**src/rtl/pmv_ram.sv**
```systemverilog
// ----------------------------------------------------------------------------
// pmv_ram
// Generic single-port RAM with registered read.
// ----------------------------------------------------------------------------
module pmv_ram #(
  parameter int WIDTH = 8,
  parameter int DEPTH = 16,
  localparam int AW = (DEPTH > 1) ? $clog2(DEPTH) : 1
) (
  input  logic             clk_i,
  input  logic             we_i,
  input  logic             re_i,
  input  logic [AW-1:0]    addr_i,
  input  logic [WIDTH-1:0] wdata_i,
  output logic [WIDTH-1:0] rdata_o
);
  logic [WIDTH-1:0] mem [DEPTH];

  always_ff @(posedge clk_i) begin
    if (we_i) mem[addr_i] <= wdata_i;
    if (re_i) rdata_o <= mem[addr_i];
  end
endmodule

```
**config.mk**
```make
export PLATFORM = sky130hd
export DESIGN_NAME = pmv_ram
export DESIGN_NICKNAME = d
export VERILOG_FILES = /design/src/rtl/pmv_ram.sv
export SDC_FILE = /design/constraint.sdc
export NUM_CORES = 1
export LEC_CHECK = 0
export BUFFER_PORTS_ARGS = -buffer_cell sky130_fd_sc_hd__buf_4
export CAP_MARGIN = 20
export CORE_MARGIN = 2
export CORE_UTILIZATION = 54
export DETAILED_ROUTE_END_ITERATION = 16
export GPL_TIMING_DRIVEN = 0
export PLACE_DENSITY = 0.74
export SLEW_MARGIN = 20
export SYNTH_ARGS = -nofsm -noshare
export SYNTH_HDL_FRONTEND = slang
export SYNTH_SLANG_ARGS = --single-unit
```
**constraint.sdc**
```tcl
create_clock -name clk_i -period 2.34 [get_ports clk_i]
set_clock_uncertainty 0.1 [all_clocks]
set_input_delay 0.702 -clock clk_i [delete_from_list [all_inputs] [get_ports clk_i]]
set_output_delay 0.702 -clock clk_i [all_outputs]
set_load 0.02 [all_outputs]
```
---- Word level (Yosys, flattened, before mapping) ----
Memories as Yosys holds them, arrays and structs flattened. A register that Yosys moved wholly into a read port is not among the register bits.
Index checks and enable logic that the tools add are counted.
storage, ports and cells
  register bits ........................... 0
  bits in writable memories ............... 128
  logic and storage cells ................. 3
  bits of input ports ..................... 15
  memories ................................ 1
  output and inout bits ................... 8
operators by class
  muxes and demuxes ....................... 2
memories
  name  words  bits a word  read ports  clocked after Yosys merged registers in  write ports  RTL line  text
  mem   16     8            1           1                                        1            17        logic [WIDTH-1:0] mem [DEPTH];
operators by type and width
  kind              number
  1-bit 2-to-1 mux  2

---- Longest topological paths before layout ----
  word-level depth ........................ 2
  depth in mapped cells ................... 5

---- Worst setup path before layout ----
No wires, ideal clock.
  path type ............................... input port to flip-flop
  from .................................... input port addr_i[2]
  to ...................................... memory mem[0][0] (enable)
  arrival time ............................ 1.812 ns
  library setup time ...................... 0.383 ns
  slack ................................... 0.045 ns
  data required time ...................... 1.857 ns
  cell stages on the path ................. 2
  path through ............................ or3b_2 nor3_1
RTL lines
  item         RTL line  text
  from (decl)  13        input logic [AW-1:0] addr_i,
  to (decl)    17
No word-level cell before the write port.

---- Final worst setup path ----
  from .................................... input port addr_i[1]
  to ...................................... memory mem[11][0] (enable)
No word-level cell before the write port.

==> impl_metrics.env <==
export IMPL_status="finished with violations"
export IMPL_violations="setup timing"
export IMPL_final_min_clock_period_ps=2401
export IMPL_start_util=0.5571
export IMPL_most_common_cell_after_layout_fill_and_taps_aside="edfxtp_1"
export IMPL_grt_remaining_overflow=0
export IMPL_avgViaCountPerCell=5.798
export IMPL_grt_pass1_vias=2478
export IMPL_cts_hold_fix_bufs=0
export IMPL_synth_fp_nets=245
export IMPL_worst_slew_margin=0.4573
export IMPL_synth_seq_area_share=0.7934
export IMPL_cellPowerDensity_mw_per_mm2=907.7
export IMPL_worst_path_max_fanout=10
export IMPL_worst_setup_hold_path_clk_slew_ps=60
export IMPL_placement_setup_slack_ps=-568.1
export IMPL_post_route_drc_count=0
export IMPL_critPathRequiredTime_ps=2380
export IMPL_post_layout_nonfiller_instances=411
export IMPL_floorplan_rows=35
export IMPL_die_h_um=101.6
export IMPL_port_buffer_count=20
export IMPL_grt_usage=0.2082
export IMPL_hpwl_um=6123
export IMPL_num_io_pins=23
export IMPL_timing_worst_setup_path_type="input port to register"
export IMPL_area_growth_syn_to_layout_pct=17.26
export IMPL_gp_congestion=0.7279
export IMPL_synth_compound_area_share=0.02333
export IMPL_finalNetCount=284
export IMPL_detailed_route_iter0_violations=244
export IMPL_synthDistinctLibCells=17
export IMPL_timing_critical_path_to_type="register"
export IMPL_antenna_cells_inserted=0
export IMPL_post_synth_instance_area_mm2=0.005147
export IMPL_grt_setup_unrepaired="yes"
export IMPL_design_core_area_mm2=0.009240
export IMPL_cts_buffer_count=17
export IMPL_final_cycle_utilization_of_the_critical_path=1.026
export IMPL_grt_first_pass_wirelength_um=14460
export IMPL_report_final_slew_viol_count=0
export IMPL_dieArea_mm2=0.01033
export IMPL_insertion_delay_of_the_later_clocked_pin_in_the_worst_skew_pair_ps=510
export IMPL_final_hold_viol_count=0
export IMPL_yosys_mux_area_fraction=0.1400
export IMPL_grt_start_max_net_pins=17
export IMPL_synth_ff_latch_count=136
export IMPL_post_cts_setup_buffer_count=0
export IMPL_tightest_slew_ps=809.6
export IMPL_cts_tree="built"
export IMPL_fp_dieW_um=101.6
export IMPL_synth_xor_xnor_area_share=0
export IMPL_synthAdderAreaFrac=0
export IMPL_worst_path_buf_inv=2
export IMPL_num_vias=2383
export IMPL_most_frequent_cells_in_the_layout="edfxtp_1 (136), mux4_2 (32), buf_4 (20), a22oi_1 (16), clkbuf_16 (16)"
export IMPL_synthesized_instance_count=230
export IMPL_synth_top_family_by_area="multiplexers"
export IMPL_path_delay_family="simple AND/OR/NAND/NOR gates"
export IMPL_cts_root_buf="clkbuf_8"
export IMPL_placed_cells_incl_taps=379
export IMPL_grt_antenna_before_repair=0
export IMPL_cp_arrival_ps=2440
export IMPL_fmax_ghz=0.4165
export IMPL_timing_final_setup_violations=37
export IMPL_clock_sinks=136
export IMPL_yosys_warnings=0
export IMPL_worst_path_largest_cell_delay_ps=670
export IMPL_crit_path_start_kind="input port"
export IMPL_fin_ws_ps=-60.95
export IMPL_clk_path_buf_depth=2
export IMPL_maxCapViolations=0
export IMPL_synth_avg_cell_area_um2=22.38
export IMPL_post_dr_wirelength_cell_um=23.45
export IMPL_vdd_ir_drop_worst_mv=0.4924
export IMPL_worstHoldPathType="input port to register"
export IMPL_postRouteAntennaNets=0
export IMPL_final_layout_size_suffix_gt1_frac=0.3298
export IMPL_cp_cell_sequence="buf_2 -> buf_1 -> nand2_1 -> nor2_1"
export IMPL_cts_max_level=4
export IMPL_simple_gate_share_of_the_synthesized_area=0.03160
export IMPL_cell_at_the_slowest_stage_of_the_critical_path="nor2_1"
export IMPL_drt_pass1_iter_count=4
export IMPL_wirelength_um=9638
export IMPL_cellLeakagePower_uw=0.001946
==> registers in the layout, indices dropped and copies added (netlist names) <==
signal and cells:
mem 128, rdata_o 8
==> stage by stage <==
step | hold WS [ps] | utilization | TNS [ps] | power [uW] | area [um^2]
2_1_floorplan | 610.3 | - | 0 | 2962 | 5147
6_report | 365.8 | 0.6532 | -1337 | 5479 | 6036
3_3_place_gp | 651.8 | 0.5908 | -43920 | 3075 | 5459
4_1_cts | 354.5 | 0.6529 | -342.4 | 5513 | 6033
3_5_place_dp | 666.8 | 0.5930 | -47500 | 3090 | 5479
5_1_grt | 359.4 | 0.6532 | -3717 | 5634 | 6036
==> cells in the mapped netlist <==
| master | count | area, um^2 |
|---|---|---|
| nand3b_1 | 2 | 15.01 |
| a22oi_1 | 16 | 120.1 |
| mux4_2 | 32 | 720.7 |
| buf_2 | 2 | 10.01 |
| buf_1 | 4 | 15.01 |
| nand2_1 | 9 | 33.78 |
| nor3_1 | 4 | 20.02 |
| nand2b_1 | 2 | 12.51 |
| edfxtp_1 | 136 | 4084 |
| and2_1 | 1 | 6.260 |
| nand3_1 | 1 | 5.000 |
| clkbuf_2 | 1 | 5.000 |
| clkbuf_1 | 2 | 7.510 |
| or3b_2 | 1 | 8.760 |
| nor2b_1 | 2 | 12.51 |
| buf_6 | 2 | 22.52 |
| nor2_1 | 13 | 48.80 |
==> worst paths after layout <==
check                           startpoint          to  slack (ps)  cells past startpoint
worst max-delay path             addr_i[1]  mem[11][0]         -60                      4
worst min-delay path                  re_i  rdata_o[5]         370                      1
worst max register to register  mem[11][4]  rdata_o[4]         740                      3
worst min register to register   mem[2][1]  rdata_o[1]         670                      3
==> final cells by class <==
cell class                 count  area [um^2]
timing repair buffer          20        150.1
clock buffer                  19        421.7
fill                         593         3204
clock inverter                13        130.1
tap                          129        161.4
buffer                        11        60.06
multi-input combinational     83         1028
sequential                   136         4084
==> worst reg2reg max path, delay by kind of cell (launching register included) <==
kind,cells,cell delay [ps]
and+or+nand+nor,1,110
AOI/OAI and AO/OA,1,310
DFF,1,350
muxes,1,470
==> where the power goes <==
part | switching (uW) | internal (uW) | total, uW | leakage (uW)
Clock | 935 | 1500 | 2440 | 0.000269
Combinational | 166 | 114 | 280 | 0.000441
Sequential | 12.9 | 2750 | 2760 | 0.00124
==> logic make-up after synthesis <==
logic type / count (synthesis)
flip-flops: 136
AND/OR/NAND/NOR: 35
multiplexers: 32
AO/OA/AOI/OAI: 16
buffers and inverters: 11
==> timing repair <==
item,4_1_cts,5_1_grt
endpoints found under the setup margin,13,56
pin swaps,0,0
gates resized for setup,1,1
==> per-layer routing <==
layer,track usage,wire [um],vias up
met5,0,0,-
met2,0.3315,5086,74
li1,-,-,1046
met1,0.2871,3842,1251
met4,0.07588,124,0
met3,0.04762,584,12
Note: power is estimated with default switching activity, not from simulation.
