--- config.mk ---
export PLATFORM = sky130hd
export DESIGN_NAME = pmv_divsqrt
export DESIGN_NICKNAME = d
export VERILOG_FILES = /design/src/rtl/pmv_pkg.sv /design/src/rtl/pmv_divsqrt.sv
export SDC_FILE = /design/constraint.sdc
export NUM_CORES = 1
export LEC_CHECK = 0
export ABC_AREA = 0
export BUFFER_PORTS_ARGS = -buffer_cell sky130_fd_sc_hd__buf_4
export CORE_AREA = 4 4 145 175
export DETAILED_ROUTE_END_ITERATION = 10
export DIE_AREA = 0 0 149 179
export PLACE_DENSITY_LB_ADDON = 0.05
export SYNTH_ARGS = -nofsm -noshare
export SYNTH_HDL_FRONTEND = slang
export SYNTH_SLANG_ARGS = --single-unit
--- constraint.sdc ---
create_clock -name clk_i -period 5.9 [get_ports clk_i]
set_input_delay 0.59 -clock clk_i [delete_from_list [all_inputs] [get_ports clk_i]]
set_output_delay 0.59 -clock clk_i [all_outputs]
set_load 0.1 [all_outputs]
--- src/rtl/pmv_pkg.sv ---
// ----------------------------------------------------------------------------
// pmv_pkg
// Shared types, constants and helpers of the pad pedestal statistics block.
// ----------------------------------------------------------------------------
package pmv_pkg;

  localparam int SECTORS_DEF = 6;
  localparam int ROWS_DEF    = 90;
  localparam int COLS_DEF    = 92;

  localparam int CNT_W    = 24;
  localparam int MEAN_W   = 26;
  localparam int SPREAD_W = 40;
  localparam int SIGMA_W  = 20;
  localparam int CFG_W    = 16;

  localparam logic [CNT_W-1:0]   CNT_MAX       = '1;
  localparam logic [SIGMA_W-1:0] SIGMA_ONE_HIT = SIGMA_W'(3);

  // result status codes
  localparam logic [2:0] ST_DISABLED = 3'd0;
  localparam logic [2:0] ST_BAD_PAD  = 3'd1;
  localparam logic [2:0] ST_ACCEPTED = 3'd2;
  localparam logic [2:0] ST_RUNAWAY  = 3'd3;
  localparam logic [2:0] ST_READ     = 3'd4;

  localparam logic OP_HIT  = 1'b0;
  localparam logic OP_READ = 1'b1;

  typedef enum logic [2:0] {
    CFG_SECTOR_ENABLE = 3'd0,
    CFG_SIGMA_MULT    = 3'd1,
    CFG_EPSILON       = 3'd2,
    CFG_MIN_DISTANCE  = 3'd3,
    CFG_MIN_COUNT     = 3'd4
  } pmv_cfg_e;

  typedef struct packed {
    logic [CNT_W-1:0]    acc;
    logic [CNT_W-1:0]    tot;
    logic [CNT_W-1:0]    run;
    logic [MEAN_W-1:0]   mean;
    logic [SPREAD_W-1:0] spread;
  } pmv_entry_t;

  localparam int ENTRY_W = $bits(pmv_entry_t);

  // control to and status from the shared divide / square-root unit
  typedef struct packed {
    logic start;
    logic sqrt;
  } pmv_dreq_t;

  typedef struct packed {
    logic busy;
    logic done;
  } pmv_dstat_t;

  function automatic logic [CNT_W-1:0] sat_inc(input logic [CNT_W-1:0] c);
    sat_inc = (c == CNT_MAX) ? CNT_MAX : c + CNT_W'(1);
  endfunction

endpackage

--- src/rtl/pmv_divsqrt.sv ---
// ----------------------------------------------------------------------------
// pmv_divsqrt
// Shared iterative unit: 64-bit by 25-bit division or 64-bit integer square
// root, one result bit per cycle.
// ----------------------------------------------------------------------------
module pmv_divsqrt
  import pmv_pkg::*;
(
  input  logic        clk_i,
  input  logic        rst_ni,
  input  pmv_dreq_t   req_i,
  input  logic [63:0] num_i,
  input  logic [24:0] den_i,
  output pmv_dstat_t  stat_o,
  output logic [63:0] res_o
);
  logic        busy_q, done_q, sqrt_q;
  logic [5:0]  cnt_q;
  logic [63:0] acc_q, res_q;
  logic [34:0] rem_q;
  logic [24:0] den_q;

  logic [34:0] rem_sh, trial;
  logic        take;

  always_comb begin
    if (sqrt_q) begin
      rem_sh = {rem_q[32:0], acc_q[63:62]};
      trial  = {1'b0, res_q[31:0], 2'b01};
    end else begin
      rem_sh = {rem_q[33:0], acc_q[63]};
      trial  = {10'b0, den_q};
    end
    take = (rem_sh >= trial);
  end

  always_ff @(posedge clk_i or negedge rst_ni) begin
    if (!rst_ni) begin
      busy_q <= 1'b0;
      done_q <= 1'b0;
      sqrt_q <= 1'b0;
      cnt_q  <= '0;
    end else begin
      done_q <= 1'b0;
      if (req_i.start && !busy_q) begin
        busy_q <= 1'b1;
        sqrt_q <= req_i.sqrt;
        cnt_q  <= req_i.sqrt ? 6'd31 : 6'd63;
      end else if (busy_q) begin
        cnt_q <= cnt_q - 6'd1;
        if (cnt_q == 6'd0) begin
          busy_q <= 1'b0;
          done_q <= 1'b1;
        end
      end
    end
  end

  always_ff @(posedge clk_i) begin
    if (req_i.start && !busy_q) begin
      acc_q <= num_i;
      den_q <= den_i;
      rem_q <= '0;
      res_q <= '0;
    end else if (busy_q) begin
      rem_q <= take ? rem_sh - trial : rem_sh;
      res_q <= {res_q[62:0], take};
      acc_q <= sqrt_q ? {acc_q[61:0], 2'b00} : {acc_q[62:0], 1'b0};
    end
  end

  assign stat_o.busy = busy_q;
  assign stat_o.done = done_q;
  assign res_o       = res_q;
endmodule

## Yosys cells after proc, flatten, opt, wreduce, memory -nomap -nowiden

Index checks and enable logic that the tools add are counted.

- Register bits: 196
- Bits of input ports: 93
- Output and inout bits: 66
- Logic and storage cells: 30

- $add $sub $neg: 2
- $lt $le $gt $ge: 1
- Muxes and demuxes: 15
- Reductions and logical operators: 4

Operators with widths:

| operator | number |
|---|---|
| $mux 64 | 3 |
| $mux 34 | 2 |
| $ge 35x34->1 | 1 |
| $mux 35 | 1 |
| $sub 34x34->34 | 1 |
| $mux 6 | 3 |
| $logic_not 6->1 | 1 |
| $mux 1 | 6 |
| $sub 6x1->6 const B | 1 |
| $reduce_bool 2->1 | 1 |
| $logic_and 1x1->1 | 1 |
| $logic_not 1->1 | 1 |

## Logic depth before layout (Yosys ltp)

- Word-level depth: 4
- Mapped depth: 16
- Gate-level depth less buffers: 11

## Least setup slack after synthesis

No wires, ideal clock.

- Path kind: reg-to-reg
- Start: register sqrt_q
- End: register rem_q[13]
- Setup time: 0.117 ns
- Data arrival time: 3.951 ns
- Required time: 5.783 ns
- Path slack: 1.832 ns
- Stages on the path, launching flop included: 15
- Path buffers: 4
- Period minus slack after synthesis: 4.068 ns
- Cells stage by stage: dfrtp_1 > clkbuf_1 > clkbuf_1 > clkbuf_1 > buf_2 > mux2i_1 > ha_1 > or3_1 > nand4_1 > a31o_2 > and3_4 > o21ai_2 > a211oi_4 > mux2_2 > a22o_1

- Word-level cells in the longest chain between the ends: 3
- Elaborated cells between the ends (all ways): 5
- Those cells by class: 1 x add/sub; 1 x order compare; 3 x mux

RTL lines:

| what | RTL line | RTL |
|---|---|---|
| from (decl) | pmv_divsqrt.sv:17 | `logic busy_q, done_q, sqrt_q;` |
| from (signal assigned) | pmv_divsqrt.sv:47 | `sqrt_q <= req_i.sqrt;` |
| $mux 35 or $mux 34 (tied branches) | pmv_divsqrt.sv:27 | `if (sqrt_q) begin` |
| $sub 34x34->34 or $ge 35x34->1 (tied branches) | pmv_divsqrt.sv:66, pmv_divsqrt.sv:34 |  |
| $mux 34 (*) | pmv_divsqrt.sv:66 | `rem_q <= take ? rem_sh - trial : rem_sh;` |
| to (signal assigned) | pmv_divsqrt.sv:66 |  |
| to (decl) | pmv_divsqrt.sv:20 | `logic [34:0] rem_q;` |

Every way passes the cells marked *; elsewhere a longest branch is shown, timed or not.
A chain may end at the register's enable or synchronous reset.

## Final worst setup path

- Start: register sqrt_q
- End: register rem_q[31]

Same word-level chain as after synthesis.

==> out/qor.yml <==
run_status: "completed"
worstHoldStart: "den_i[7]"
pin_count_of_the_biggest_net_entering_global_routing: 151
most-common-layout-cells: "nand2_1 (243), buf_4 (165), o21ai_0 (157)"
worst-endpoint-arrival_ns: 4.70
first_global_vias: 8271
final_util_pct: 52.68
die_y_microns: 179
yosys_most_used_dff: "dfxtp_1"
synthesis.area_sq_mm: 0.01051
postRouteWirelength_microns: 26740
total_vias_in_the_final_route: 8246
synthDistinctLibCells: 62
first_pass_iters: 5
drt_drc_violations_left: 0
timing_worst_slew_pin_value_ns: 1.246
critPathLaunchType: "flop"
synth_seq_area_share_pct: 46.25
htreeDepth: 4
synthDominantCellAreaShare_pct: 25.43
clk-insertion-delay-late_ns: 0.44
sequential_cell_area_sq_mm: 0.004867
start_util_pct: 44.27
cts_root_buffer: "clkbuf_16"
clock_path_buffers: 2
grt_first_pass_wirelength_microns: 43310
final_hold_viol_count: 0
grt.overflow.total: 0
timing.final.crit_share_pct: 75.14
hpwlAfterDp_microns: 18620
synth.yosys.warnings: 0
timing.critical_path.fanout_max: 61
hp-class: "input port to flop"
routed_wire_length_per_instance_microns: 17.18
async_sr_flop_fraction_pct: 4.592
cap_violations: 0
port_buffers: 158
drive_above_1_share_pct: 19.90
clock_pin_slew_on_the_worst_setup_and_hold_paths_ns: 0.08
finClkSkew_ns: 0.01823
timing.final.max_slew_violations: 0
fin_nets: 1352
initial_antenna_violation_count: 1
numClockSinks: 196
via_per_inst: 5.299
post-route-min-period_ns: 4.433
syn2layout_area_growth_pct: 19.02
core_area_sq_mm: 0.02374
worst_ep_required_time_ns: 6.16
grt_setup_unrepaired: "no"
overall_die_width_microns: 149
critPathCaptureType: "flop"
pin_count: 159
max-slew-margin-rel_pct: 16.37
reg2reg_from: "sqrt_q$_DFFE_PN0P_"
row_count: 62
totalNegativeSetupSlack_ns: 0
final_common_cell: "nand2_1"
routabilityCongestion: 0.9079
final-setup-viol-count: 0
die-area_sq_mm: 0.02667
synth_instances: 1110
synth_edf_count: 89
cts_buffer_count: 17
netlist.top_cell.by_area: "edfxtp_1"
fmax_ghz: 0.2256
final.fill_count: 2292
synth_seq_cells: 196
syn-mean-instance-area_sq_um: 9.466
antenna_violating_nets_post_route: 0
area_used_by_multi_input_combinational_logic_sq_mm: 0.005300
drt_first_iter_violations: 556
clock_tree_from_tritoncts: "built"
grt_use_total_pct: 20.17
n_antenna_cell: 0
startpoint_to_endpoint_class_of_the_critical_path: "flop to flop"
cp-startpoint: "sqrt_q$_DFFE_PN0P_"
top_cells_by_area_synth: "edfxtp_1 (25%), dfxtp_1 (19%), mux2i_1 (10%)"
syn_nets: 1239
[repair_timing]
item,4_1_cts,5_1_grt
gates resized for setup,0,0
buffers inserted,0,0
hold buffers,1,0
endpoints found under the hold margin,9,0
[worst max-delay path, cell delays in order, from the launching register on]
cell	delay, ns
dfrtp_4	1.01
mux2_2	0.43
ha_1	0.37
or3_1	0.41
nand4_1	0.12
a31o_2	0.13
and3_4	0.22
o21ai_2	0.11
a21o_1	0.23
o21ai_1	0.96
o21ai_0	0.23
[state kept, by name (all words and copies together) (netlist names)]
name    cells
den_q      25
acc_q      64
busy_q      1
sqrt_q      1
done_q      1
rem_q      34
res_o      64
cnt_q       6
[worst paths after layout]
kind                            depth (start not counted)                endpoint  slack (ns)
worst max register to register                         10  rem_q[31]$_SDFFE_PP0P_        1.47
worst max-delay path                                   10  rem_q[31]$_SDFFE_PP0P_        1.47
worst min-delay path                                    1      den_q[7]$_DFFE_PP_        0.33
worst min register to register                          2   rem_q[2]$_SDFFE_PP0P_        0.47
max in group asynchronous                               2      sqrt_q$_DFFE_PN0P_        5.21
min in group asynchronous                               2        done_q$_DFF_PN0_        0.53
[layout make-up]
class                      instances  area share, %
inverter                          15         0.4502
clock buffer                      18          3.442
tap                              320          3.202
clock inverter                    14          1.461
multi-input combinational        826          42.38
timing repair buffer             167          10.15
sequential                       196          38.92
[synth_stat cells, types with 4 or more instances]
master / instances
o21ai_1: 15
o21ai_0: 158
and3_1: 5
nor3_1: 6
nor2_1: 20
a31oi_1: 4
a211oi_1: 7
a21oi_1: 41
inv_1: 15
o21a_1: 5
buf_1: 4
nand4_1: 11
o21bai_1: 4
a21o_1: 13
nor2b_1: 4
nand2b_1: 11
mux2_2: 32
nand3_1: 9
dfrtp_1: 9
a32oi_1: 11
clkbuf_1: 59
buf_2: 5
edfxtp_1: 89
ha_1: 35
xnor2_1: 23
nand2_1: 243
o211ai_1: 6
xor2_1: 12
dfxtp_1: 98
mux2i_1: 107
[routing by layer]
layer / part of all wire, % / routed length, microns / GRT usage, %
met2: 49 / 13000 / 33.44
met5: 0.049 / 13 / 0
met3: 4.8 / 1282 / 4.501
met4: 1.9 / 496 / 5.723
met1: 45 / 11950 / 26.62
[through the flow]
stage	area, sq um	instances	hold slack (ns)	setup slack [ns]
2_1_floorplan	10510	1110	0.2944	1.832
3_3_place_gp	11880	1523	0.4201	1.576
3_5_place_dp	11880	1523	0.4245	1.514
4_1_cts	12510	1556	0.3095	1.510
5_1_grt	12510	1556	0.3062	1.239
6_report	12510	1556	0.3252	1.467
[cell families after synthesis]
family	after synthesis	share of synthesized area [%]
flip-flops	196	46.25
XOR/XNOR	35	2.917
AND/OR/NAND/NOR	325	13.17
AO/OA/AOI/OAI	290	16.12
buffers and inverters	88	3.453
adder cells (fa/ha/maj)	36	4.358
multiplexers	140	13.73
Power is not shown: default switching activity piles up to over one toggle a cycle in this logic, so the estimate is an artifact.
